[src/rtl/triangle_tangent_basis_assert.svh]
// Assertion macros shared by the tangent basis RTL.
// Users must have signals named clk and rst in scope.
`ifndef TRIANGLE_TANGENT_BASIS_ASSERT_SVH
`define TRIANGLE_TANGENT_BASIS_ASSERT_SVH

// Same-cycle implication.
`define TTB_ASSERT_IMP(lbl, ante, cons, msg) \
  lbl: assert property (@(posedge clk) disable iff (rst) (ante) |-> (cons)) else $error(msg);

// Next-cycle implication.
`define TTB_ASSERT_NXT(lbl, ante, cons, msg) \
  lbl: assert property (@(posedge clk) disable iff (rst) (ante) |=> (cons)) else $error(msg);

`endif

[src/rtl/ttb_pkg.sv]
// Package for the triangle tangent basis unit: payload and job types.
// No dependencies.
package ttb_pkg;

  typedef struct packed {
    logic signed [31:0] pos_x;
    logic signed [31:0] pos_y;
    logic signed [31:0] pos_z;
    logic signed [15:0] tex_s;
    logic signed [15:0] tex_t;
  } vertex_t;

  typedef struct packed {
    logic signed [31:0] tan_x;
    logic signed [31:0] tan_y;
    logic signed [31:0] tan_z;
    logic signed [31:0] bitan_x;
    logic signed [31:0] bitan_y;
    logic signed [31:0] bitan_z;
    logic               degenerate;
    logic               last_of_triangle;
  } basis_t;

  typedef struct packed {
    logic signed [32:0] e1_x;
    logic signed [32:0] e1_y;
    logic signed [32:0] e1_z;
    logic signed [32:0] e2_x;
    logic signed [32:0] e2_y;
    logic signed [32:0] e2_z;
    logic signed [16:0] d1_s;
    logic signed [16:0] d1_t;
    logic signed [16:0] d2_s;
    logic signed [16:0] d2_t;
  } job_t;

  localparam int unsigned NumComp = 6;
  localparam int unsigned TriVerts = 3;
  localparam logic [1:0] PhaseLast = 2'd2;

endpackage

[src/rtl/ttb_queue.sv]
// Two-entry queue of triangle jobs between the front and the back.
// Depends on ttb_pkg.
module ttb_queue (
  input  logic          clk,
  input  logic          rst,
  input  logic          push,
  input  ttb_pkg::job_t push_data,
  output logic          full,
  output logic          pop_valid,
  input  logic          pop,
  output ttb_pkg::job_t pop_data
);
  import ttb_pkg::*;

  job_t       mem [2];
  logic       wr_ptr;
  logic       rd_ptr;
  logic [1:0] count;

  assign full      = (count == 2'd2);
  assign pop_valid = (count != 2'd0);
  assign pop_data  = mem[rd_ptr];

  always_ff @(posedge clk) begin
    if (push) begin
      mem[wr_ptr] <= push_data;
    end
  end

  always_ff @(posedge clk) begin
    if (rst) begin
      wr_ptr <= 1'b0;
      rd_ptr <= 1'b0;
      count  <= 2'd0;
    end else begin
      if (push) begin
        wr_ptr <= ~wr_ptr;
      end
      if (pop) begin
        rd_ptr <= ~rd_ptr;
      end
      count <= count + {1'b0, push} - {1'b0, pop};
    end
  end
endmodule

[config.mk]
export PLATFORM = sky130hd
export DESIGN_NAME = ttb_queue
export DESIGN_NICKNAME = d
export VERILOG_FILES = /design/src/rtl/triangle_tangent_basis_assert.svh /design/src/rtl/ttb_pkg.sv /design/src/rtl/ttb_queue.sv
export SDC_FILE = /design/constraint.sdc
export NUM_CORES = 1
export LEC_CHECK = 0
export BUFFER_PORTS_ARGS = -buffer_cell sky130_fd_sc_hd__buf_2
export CORE_MARGIN = 2
export CORE_UTILIZATION = 24
export CTS_BUF_LIST = sky130_fd_sc_hd__clkbuf_4 sky130_fd_sc_hd__clkbuf_8
export CTS_CLUSTER_DIAMETER = 100
export DETAILED_ROUTE_END_ITERATION = 12
export MAX_ROUTING_LAYER = met4
export PLACE_DENSITY = 0.55
export SLEW_MARGIN = 10
export SYNTH_ARGS = -nofsm -noshare
export SYNTH_HDL_FRONTEND = slang
export SYNTH_SLANG_ARGS = --single-unit
[constraint.sdc]
create_clock -name clk -period 41.2 [get_ports clk]
set_input_delay 8.24 -clock clk [delete_from_list [all_inputs] [get_ports clk]]
set_output_delay 8.24 -clock clk [all_outputs]
set_load 0.05 [all_outputs]
# Word level (Yosys, flattened, before mapping)

Memory sizes are Yosys's and may differ from the RTL's. A register that Yosys moved wholly into a read port is not among the register bits.
Index checks and enable logic that the tools add are counted.

Register bits after elaboration: 4
Memory bits (writable): 532
Bits of input ports: 270
Output and inout bits: 268
Logic and storage cells: 14
Memories kept: 1

$add $sub $neg: 2
Eq/ne operators: 1
Multiplexer cells: 4
Bitwise gates (word level): 2
Reductions and logical operators: 1

Memories:

| name | words | width | read ports | clocked after memory_dff | wr ports | RTL line        | text |
|---|---|---|---|---|---|---|---|
| mem  | 2     | 266   | 1          | 1                        | 1        | ttb_queue.sv:15 | `job_t mem [2];` |

Operators with widths:

| kind                                        | count |
|---|---|
| 1-bit 2-to-1 mux                            | 4 |
| 2-bit by 1-bit adder with 2-bit output      | 1 |
| 2-bit == test (second input constant)       | 1 |
| 1-bit inverter                              | 2 |
| 2-bit nonzero test                          | 1 |
| 2-bit by 1-bit subtractor with 2-bit output | 1 |

# Logic depth before layout (Yosys ltp)

Word-level depth: 3
Depth in mapped cells: 6

# Worst setup path after synthesis

Ideal clock, no wire load.

Path type: in2reg
From: in push
To: mem mem[0][0] (netlist name), enable pin
Data arrival time: 19.683 ns
Data required time: 40.270 ns
Slack: 20.587 ns
Cell stages on the path: 1
Cell sequence: nor2b_1

Longest elaborated chain between the ends: 2

Ends and longest elaborated chain:

| what                                   | RTL line        | text |
|---|---|---|
| start: declaration                     | ttb_queue.sv:6  | `input logic push,` |
| 1-bit 2-to-1 mux                       | ttb_queue.sv:25 | `if (push) begin` |
| 1-bit 2-to-1 mux (not written as such) | ttb_queue.sv:26 | `mem[wr_ptr] <= push_data;` |
| end: declaration                       | ttb_queue.sv:15 |  |

Every way passes these cells.

==> flow_summary.toml <==
[run_status]
status = "finished, final reports clean"

[layout]
drive_above_1_share_pct = 63.3
nets = 1734
area_delta_synth_final_pct = 28.2
nFillCells = 8437

[floorplan]
die_y_um = 296
fp.dieW_um = 296
ios = 538
core_area_sq_um = 84900
die-area_sq_um = 87600
rows = 107
initial_utilization_pct = 24.1

[routing]
wl_per_cell_um = 17.4
firstDrtPassIters = 4
via_per_inst = 3.79
vias = 10181
final_antenna_net_count = 0
drt_iter0_drc = 375
drcViolationCount = 0
routed_wl_um = 46800

[place]
routabilityCongestion = 0.775
io_buffers = 537
post-dp-hpwl_um = 31400

[yosys]
syn-cell-area_sq_um = 20500
yosysSeqAreaShare_pct = 78.6
synth_edf_count = 532
avgSynthCellArea_sq_um = 24.1
synthCells = 849
ys_warn_count = 0
async_flop_share_pct = 0
synth-seq-cells = 537
synth.area.top_cells = "edfxtp_1 (78%), mux2_4 (18%), mux2_2 (1.4%)"
syn_nets = 1121
ys.flop_type = "edfxtp_1"
yosysMostFrequentCell = "edfxtp_1"
ys_top_cells_by_count = "edfxtp_1 (532), mux2_4 (240), mux2_2 (26)"
synth_top_area_share_pct = 78.1
synth.distinct_cells = 15
yosys.area.top_type = "edfxtp_1"

[worst_setup_path]
worstPathCellList = "buf_4 -> buf_4 -> mux2_4 -> buf_2"
worst_path_max_delay_cell = "buf_4"
worstSetupPathType = "reg2out"
crit_top_cell = "buf_4"
critPathLaunchType = "flip-flop"
required_ps = 32960
critPathMaxStageDelay_ps = 840
reg2reg_from = "wr_ptr"
worstPathArrival_ps = 3820
critical_path_peak_fanout = 52
end_kind = "output port"

[timing]
timing.hold.ws_ps = 552
worst_clock_skew_ps = 39.0
tightest_slew_ps = 1180
finalCritPeriodShare_pct = 29.3
final_max_slew_viol_count = 0
rsz0062_at_grt = "false"
fmaxAchievable_mhz = 82.9
min_period_ps = 12060
slew_headroom_pct = 21.1
final-setup-viol-count = 0
final_hold_viol_count = 0
final.setup.tns_ps = 0

[hold_path]
hold_start = "rd_ptr"
hp-class = "reg2reg"

[power_and_ir_drop]
power_mw = 1.37
peakVddDrop_mv = 0.0321
p_leak_nw = 10.1
power_density_nw_per_um2 = 52.3

[clock_network]
cts_buffers = 93
cts-resized-gates = 0
cts_tree = "yes"
cts_buffer_depth = 3
numClockSinks = 537
cts_setup_buffers = 0
hold_buffers = 0
insertion_delay_ps = 670
cts-root-buf = "clkbuf_8"
clkSlewWorstSetupHoldPaths_ps = 50
cts_htree_levels = 3

[global_route]
overflow = 0
grt_pass1_wl_um = 65500
antenna_found_initial = 8
first_global_vias = 10876
track_usage_pct = 10.4
grt_start_max_net_pins = 166

[run]
cap_violations = 0
## flip-flops by register name, indices dropped and copies added, names as in the netlist, named ones only
name	count
count	2
mem	532
rd_ptr	1
wr_ptr	1
## area by class of cell
| class | instances | area, sq um | area share [%] |
|---|---|---|---|
| repair buffers | 548 | 2820 | 10.7 |
| clock inverters | 31 | 236 | 0.902 |
| well taps | 1144 | 1430 | 5.46 |
| clock buffers | 137 | 1620 | 6.19 |
| diodes | 7 | 17.5 | 0.0668 |
| multi-input cells | 280 | 4020 | 15.3 |
| flip-flops and latches | 537 | 16100 | 61.3 |
| inverters | 2 | 7.51 | 0.0286 |
## metrics by stage
step | utilization (%) | worst slack (ps) | instance area (sq um) | cells
finish | 30.9 | 29140 | 26200 | 2686
global route | 30.9 | 28820 | 26200 | 2686
CTS | 30.8 | 28920 | 26200 | 2678
detailed placement | 28.7 | 29720 | 24300 | 2510
global placement | 28.7 | 29800 | 24300 | 2510
floorplan | - | 20590 | 20500 | 849
## where the power goes
part	switching (mW)	leakage, nW	internal [mW]	total [mW]
clock	0.210	0.968	0.271	0.481
combinational	0.165	4.15	0.0765	0.242
sequential	0.0103	5.04	0.639	0.650
total	0.386	10.1	0.987	1.37
## final timing paths
check | endpoint | slack (ps) | depth (start not counted)
worst max-delay path | pop_data[44] | 29140 | 4
worst min-delay path | flip-flop | 550 | 2
worst max register to register | mem[1][103] | 38670 | 2
worst min register to register | flip-flop | 550 | 2
## routing by layer
metal	track usage [%]	part of all wire, %
met4	4.68	3.5
met2	17.2	50
met3	4.68	9.6
met5	-	0
met1	10.6	37
## logic make-up (layout without fill, tap and decap cells)
| group | after synthesis | count (layout) | share of synthesized area [%] |
|---|---|---|---|
| flip-flops | 537 | 537 | 78.6 |
| multiplexers | 266 | 266 | 19.0 |
| buffers and inverters | 32 | 718 | 1.85 |
| AND/OR/NAND/NOR | 9 | 9 | 0.226 |
| XOR/XNOR | 3 | 3 | 0.196 |
| adder cells (fa/ha/maj) | 2 | 2 | 0.122 |
| other | 0 | 7 | 0 |
## placed cells by master, fill, tap and decap left out, drive strengths merged, types with 4 or more instances in the layout
master / n
buf: 548
clkinvlp: 7
mux2: 266
diode: 7
edfxtp: 532
nor2: 4
clkinv: 20
clkbuf: 137
dfxtp: 5
## critical path, delay by kind of cell (launching register included)
kind     cells  cell delay (ps)
buf+inv      3             1860
flops        1              780
mux          1              360
Power figures use the tool's default switching activity.
