<file path="src/rtl/triangle_tangent_basis_assert.svh">
// Assertion macros shared by the tangent basis RTL.
// Users must have signals named clk and rst in scope.
`ifndef TRIANGLE_TANGENT_BASIS_ASSERT_SVH
`define TRIANGLE_TANGENT_BASIS_ASSERT_SVH

// Same-cycle implication.
`define TTB_ASSERT_IMP(lbl, ante, cons, msg) \
  lbl: assert property (@(posedge clk) disable iff (rst) (ante) |-> (cons)) else $error(msg);

// Next-cycle implication.
`define TTB_ASSERT_NXT(lbl, ante, cons, msg) \
  lbl: assert property (@(posedge clk) disable iff (rst) (ante) |=> (cons)) else $error(msg);

`endif

</file>
<file path="src/rtl/ttb_pkg.sv">
// Package for the triangle tangent basis unit: payload and job types.
// No dependencies.
package ttb_pkg;

  typedef struct packed {
    logic signed [31:0] pos_x;
    logic signed [31:0] pos_y;
    logic signed [31:0] pos_z;
    logic signed [15:0] tex_s;
    logic signed [15:0] tex_t;
  } vertex_t;

  typedef struct packed {
    logic signed [31:0] tan_x;
    logic signed [31:0] tan_y;
    logic signed [31:0] tan_z;
    logic signed [31:0] bitan_x;
    logic signed [31:0] bitan_y;
    logic signed [31:0] bitan_z;
    logic               degenerate;
    logic               last_of_triangle;
  } basis_t;

  typedef struct packed {
    logic signed [32:0] e1_x;
    logic signed [32:0] e1_y;
    logic signed [32:0] e1_z;
    logic signed [32:0] e2_x;
    logic signed [32:0] e2_y;
    logic signed [32:0] e2_z;
    logic signed [16:0] d1_s;
    logic signed [16:0] d1_t;
    logic signed [16:0] d2_s;
    logic signed [16:0] d2_t;
  } job_t;

  localparam int unsigned NumComp = 6;
  localparam int unsigned TriVerts = 3;
  localparam logic [1:0] PhaseLast = 2'd2;

endpackage

</file>
<file path="src/rtl/ttb_front.sv">
// Front end: accepts vertices, holds the first two of each triangle and
// forms edge vectors and texcoord deltas on the third. Depends on ttb_pkg.
module ttb_front (
  input  logic             clk,
  input  logic             rst,
  input  logic             in_valid,
  output logic             in_ready,
  input  ttb_pkg::vertex_t in_data,
  input  logic             job_full,
  output logic             job_push,
  output ttb_pkg::job_t    job_data
);
  import ttb_pkg::*;

  logic [1:0] phase;
  vertex_t    v0;
  vertex_t    v1;
  logic       xfer;

  assign in_ready = (phase != PhaseLast) || !job_full;
  assign xfer     = in_valid && in_ready;
  assign job_push = xfer && (phase == PhaseLast);

  assign job_data.e1_x = 33'(v1.pos_x) - 33'(v0.pos_x);
  assign job_data.e1_y = 33'(v1.pos_y) - 33'(v0.pos_y);
  assign job_data.e1_z = 33'(v1.pos_z) - 33'(v0.pos_z);
  assign job_data.e2_x = 33'(in_data.pos_x) - 33'(v0.pos_x);
  assign job_data.e2_y = 33'(in_data.pos_y) - 33'(v0.pos_y);
  assign job_data.e2_z = 33'(in_data.pos_z) - 33'(v0.pos_z);
  assign job_data.d1_s = 17'(v1.tex_s) - 17'(v0.tex_s);
  assign job_data.d1_t = 17'(v1.tex_t) - 17'(v0.tex_t);
  assign job_data.d2_s = 17'(in_data.tex_s) - 17'(v0.tex_s);
  assign job_data.d2_t = 17'(in_data.tex_t) - 17'(v0.tex_t);

  always_ff @(posedge clk) begin
    if (xfer && (phase == 2'd0)) begin
      v0 <= in_data;
    end
    if (xfer && (phase == 2'd1)) begin
      v1 <= in_data;
    end
  end

  always_ff @(posedge clk) begin
    if (rst) begin
      phase <= 2'd0;
    end else if (xfer) begin
      phase <= (phase == PhaseLast) ? 2'd0 : phase + 2'd1;
    end
  end
endmodule

</file>
<file path="config.mk">
export PLATFORM = sky130hd
export DESIGN_NAME = ttb_front
export DESIGN_NICKNAME = d
export VERILOG_FILES = /design/src/rtl/triangle_tangent_basis_assert.svh /design/src/rtl/ttb_pkg.sv /design/src/rtl/ttb_front.sv
export SDC_FILE = /design/constraint.sdc
export NUM_CORES = 1
export LEC_CHECK = 0
export ABC_AREA = 0
export BUFFER_PORTS_ARGS = -buffer_cell sky130_fd_sc_hd__buf_2
export CORE_MARGIN = 5
export CORE_UTILIZATION = 52
export DETAILED_ROUTE_END_ITERATION = 12
export PLACE_DENSITY = 0.89
export SLEW_MARGIN = 20
export SYNTH_ARGS = -nofsm -noshare
export SYNTH_HDL_FRONTEND = slang
export SYNTH_SLANG_ARGS = --single-unit
</file>
<file path="constraint.sdc">
create_clock -name clk -period 10.25 [get_ports clk]
set_clock_uncertainty 0.2 [all_clocks]
set_input_delay 1.025 -clock clk [delete_from_list [all_inputs] [get_ports clk]]
set_output_delay 1.025 -clock clk [all_outputs]
set_load 0.005 [all_outputs]
</file>
# Word-level counts from Yosys, hierarchy flattened
# Cells that the tools add are included.
dict set report classes {
  add_sub_neg 11
  mux 1
  n_eq_ne 3
  n_reduce_logical 7
}
# operator count
set ops {}
lappend ops {{$sub A32 B32 Y33} 6}
lappend ops {{$sub A16 B16 Y17} 4}
lappend ops {{$logic_and A1 B1 Y1} 4}
lappend ops {{$add A2 B1 Y2 const B} 1}
lappend ops {{$eq A2 B1 Y1 const B} 1}
lappend ops {{$eq A2 B2 Y1 const B} 1}
lappend ops {{$logic_not A2 Y1} 1}
lappend ops {{$mux W2} 1}
lappend ops {{$ne A2 B2 Y1 const B} 1}
lappend ops {{$logic_not A1 Y1} 1}
lappend ops {{$logic_or A1 B1 Y1} 1}
dict set report totals {
  out_inout_bits 268
  word_cells 33
  in_bits 132
  regBits 258
}

# Logic depth before layout (Yosys ltp)
dict set report depth {
  ltp_word 4
  mapped_depth 12
  depth_no_buf 12
}

# Worst setup path before layout
# No wires, ideal clock.
dict set report synth_path {
  path_type {input -> register}
  start {in in_valid}
  end {reg v0[0] (netlist bit), enable pin}
  n_path_buf 0
  arrival_ns 9.750
  setup_ns 0.775
  slack_ns -0.475
  path_stages 2
  path_cell_list {inv_1 nor3_1}
}
dict set report synth_via {
  elab_chain_cells 2
}
# item line_no
set synth_rtl {}
lappend synth_rtl {{start, declared} ttb_front.sv:6} ;# input logic in_valid,
lappend synth_rtl {{$logic_and A1 B1 Y1} ttb_front.sv:21} ;# assign xfer = in_valid && in_ready;
lappend synth_rtl {{$logic_and A1 B1 Y1} ttb_front.sv:36} ;# if (xfer && (phase == 2'd0)) begin
lappend synth_rtl {{end signal, assigned} ttb_front.sv:37} ;# v0 <= in_data;
lappend synth_rtl {{end, declared} ttb_front.sv:16} ;# vertex_t v0;
# No other way between the ends.
# A chain may end at the register's enable or synchronous reset.

==> impl_metrics.py <==
metrics = {
    "status": {
        "status": "finished, final reports clean",
    },
    "clock_tree": {
        "cts_buffers": 29,
        "cts_hold_buf": 0,
        "tritoncts": "yes",
        "clock_path_buffers": 3,
        "cts.clk_slew.worst_paths_ns": 0.06,
        "post_cts_buffers": 0,
        "cts_resized": 0,
        "root_buffer": "clkbuf_16",
        "cts_htree_levels": 1,
        "clkLatencyLatePin_ns": 0.56,
        "cts_sinks": 258,
    },
    "sta": {
        "rsz0062_at_grt": "false",
        "finalSetupViolations": 0,
        "period_needed_ns": 5.53,
        "finalMaxSlewViolations": 0,
        "hold_ws_ns": 0.426,
        "max_freq_mhz": 181,
        "fin_ws_ns": 4.72,
        "finalCritPeriodShare_pct": 53.9,
        "timing.setup.tns_ns": 0,
        "worstMarginPinSlew_ns": 1.01,
        "hold_viol": 0,
        "slew_headroom_pct": 32.3,
    },
    "die": {
        "die-area_sq_um": 43400,
        "initial_utilization_pct": 52.7,
        "dieWidth_um": 208,
        "io_pins": 400,
        "rows": 72,
        "core_region_area_sq_um": 38800,
        "die_h_um": 208,
    },
    "synthesis": {
        "synth_common_cells": "edfxtp_1 (256), ha_1 (256), inv_1 (217)",
        "yosysTopAreaCell": "edfxtp_1",
        "synthTopCellsByArea": "edfxtp_1 (38%), ha_1 (16%), xnor2_1 (5.9%), a21oi_1 (4.9%), inv_1 (4.0%)",
        "synth_warnings": 0,
        "ys.flop_type": "edfxtp_1",
        "synth_edf_count": 256,
        "synth_cells": 2113,
        "synth.distinct_cells": 74,
        "syn_area_sq_um": 20500,
        "synth_nets": 2511,
        "synth_area_per_cell_sq_um": 9.69,
        "synth_top_area_share_pct": 37.5,
        "ys_ff_latch": 258,
        "ys_async_sr_fraction_pct": 0,
        "synth_seq_area_share_pct": 37.7,
    },
    "flow_run": {
        "cap_violations": 0,
    },
    "pwr": {
        "p_leak_nw": 10.9,
        "ir_drop_mv": 0.118,
        "pwr_density_cell_nw_per_um2": 147,
    },
    "worst_setup_path": {
        "critPathCaptureType": "primary output",
        "reg2reg_slack_ns": 6.78,
        "crit_path_max_incr_delay_ns": 0.50,
        "critical_path.cell_chain": "buf_2 > inv_1 > ha_1 > fa_1 > nor2b_1 > o31a_1 > o221ai_1 > a211oi_1 > nor2_1 > o21ai_0 > a21oi_1 > o21ai_0 > xor2_1 > buf_2",
        "rr_endpoint": "v0[5]$_DFFE_PP_",
        "critPathKind": "in -> out",
        "timing.rr.start": "phase[1]$_SDFFE_PP0P_",
        "cp_top_family": "compound AO/OA/AOI/OAI gates",
        "cp_slowest_cell": "a211oi_1",
        "crit_fanout": 3,
        "path_buf_inv": 3,
        "worst_setup_path_start_kind": "input pin",
        "required_ns": 9.03,
        "rr_worst_depth": 3,
        "cp.arrival_ns": 4.30,
    },
    "final_layout": {
        "final_nets": 2924,
        "area_delta_synth_final_pct": 17.3,
        "seq_area_sq_um": 7730,
        "fillers": 3117,
        "post-route-util_pct": 61.8,
        "layout-drive-gt1-share_pct": 18.9,
        "multiInputGateArea_sq_um": 11900,
    },
    "placement": {
        "port_buffers": 399,
        "dp_hpwl_um": 46200,
        "place_ws_ns": 4.78,
        "place_congestion": 0.912,
    },
    "global_routing": {
        "grt_pass1_vias": 18057,
        "grt-ovfl-total": 0,
        "track_usage_pct": 25.1,
        "grt_pass1_wl_um": 90700,
        "antenna_found_initial": 12,
        "grt_max_degree": 67,
    },
    "drt": {
        "via_count": 17983,
        "drtIter0Drc": 1420,
        "wl_per_cell_um": 18.8,
        "drc": 0,
        "avgViaCountPerCell": 5.85,
        "ant_nets": 0,
        "firstDrtPassIters": 5,
        "wirelength_um": 57800,
    },
    "min_path": {
        "hold_path_end": "phase[0]$_SDFFE_PP0P_",
        "hp-start": "phase[0]$_SDFFE_PP0P_",
        "min-delay-path-class": "reg -> reg",
        "whs_path_depth": 2,
    },
}
## metrics by stage
stage | area (sq um) | instances | power [mW]
floorplan | 20500 | 2113 | 2.05
global placement | 23100 | 3013 | 2.49
detailed placement | 23100 | 3013 | 2.53
CTS | 24000 | 3065 | 3.54
global route | 24000 | 3069 | 3.71
finish | 24000 | 3073 | 3.53
## tightest hold or removal path, cell delays in order, from the launching register on
cell and delay [ns]:
dfxtp_1 0.38, a21oi_1 0.16, nor2_1 0.05
## cells in the final DEF (no fill, tap or decap), drive strengths merged, types with 11 or more instances in the layout
cell | Yosys | final
a211oi | 23 | 23
a21boi | 14 | 14
a21o | 78 | 78
a21oi | 202 | 202
a31oi | 19 | 19
and3 | 13 | 13
buf | 1 | 403
clkbuf | 20 | 36
clkinv | 0 | 12
edfxtp | 256 | 256
ha | 256 | 256
inv | 217 | 217
nand2 | 110 | 110
nand2b | 33 | 33
nand3 | 52 | 52
nand4 | 18 | 18
nor2 | 133 | 133
nor2b | 51 | 51
nor3 | 43 | 43
o211ai | 16 | 16
o21a | 47 | 47
o21ai | 129 | 129
o21bai | 19 | 19
o31a | 14 | 14
o31ai | 11 | 11
or2 | 15 | 15
xnor2 | 137 | 137
xor2 | 56 | 56
## registers in the layout, summed over array words and instances (netlist names)
name   cells
v1       128
phase      2
v0       128
## final cells by class
type,instances,area share [%]
Inverter,217,3.39
Multi-Input combinational cell,1617,49.4
Tap cell,518,2.70
Clock buffer,36,3.13
Antenna cell,8,0.0834
Sequential cell,258,32.2
Clock inverter,16,0.625
Timing Repair Buffer,403,8.44
## routing by layer
layer  part of all wire (%)  global-route usage (%)  vias to the layer above
met2                     49                    44.9                      757
met1                     39                    29.5                     8402
met3                    7.6                    4.68                      188
met5                   0.13                       0                        -
met4                    4.8                    10.7                       12
li1                       -                       -                     8624
## power breakdown
part	total (mW)	switching, mW	leakage (nW)	internal [mW]
logic	1.28	0.738	8.02	0.541
registers	1.25	0.0173	2.41	1.23
clock network	1.00	0.414	0.441	0.590
## kinds of logic after synthesis
| kind of cell | synth area share (%) |
|---|---|
| fa+ha+maj | 16.6 |
| simple gates | 12.6 |
| buf+inv | 4.37 |
| flops | 37.7 |
| xor+xnor | 8.26 |
| compound gates | 20.4 |
| mux | 0.0489 |
## how the worst max path moves through the flow
stage	start	end	slack, ns	cells past startpoint
floorplan	in_valid	v1[0]$_DFFE_PP_	2.99	2
global placement	in_data[32]	job_data[100]	4.84	14
detailed placement	in_data[32]	job_data[100]	4.78	14
CTS	in_data[32]	job_data[100]	4.76	14
global route	in_data[32]	job_data[100]	4.55	14
finish	in_data[32]	job_data[96]	4.72	14
Power figures use the tool's default switching activity.
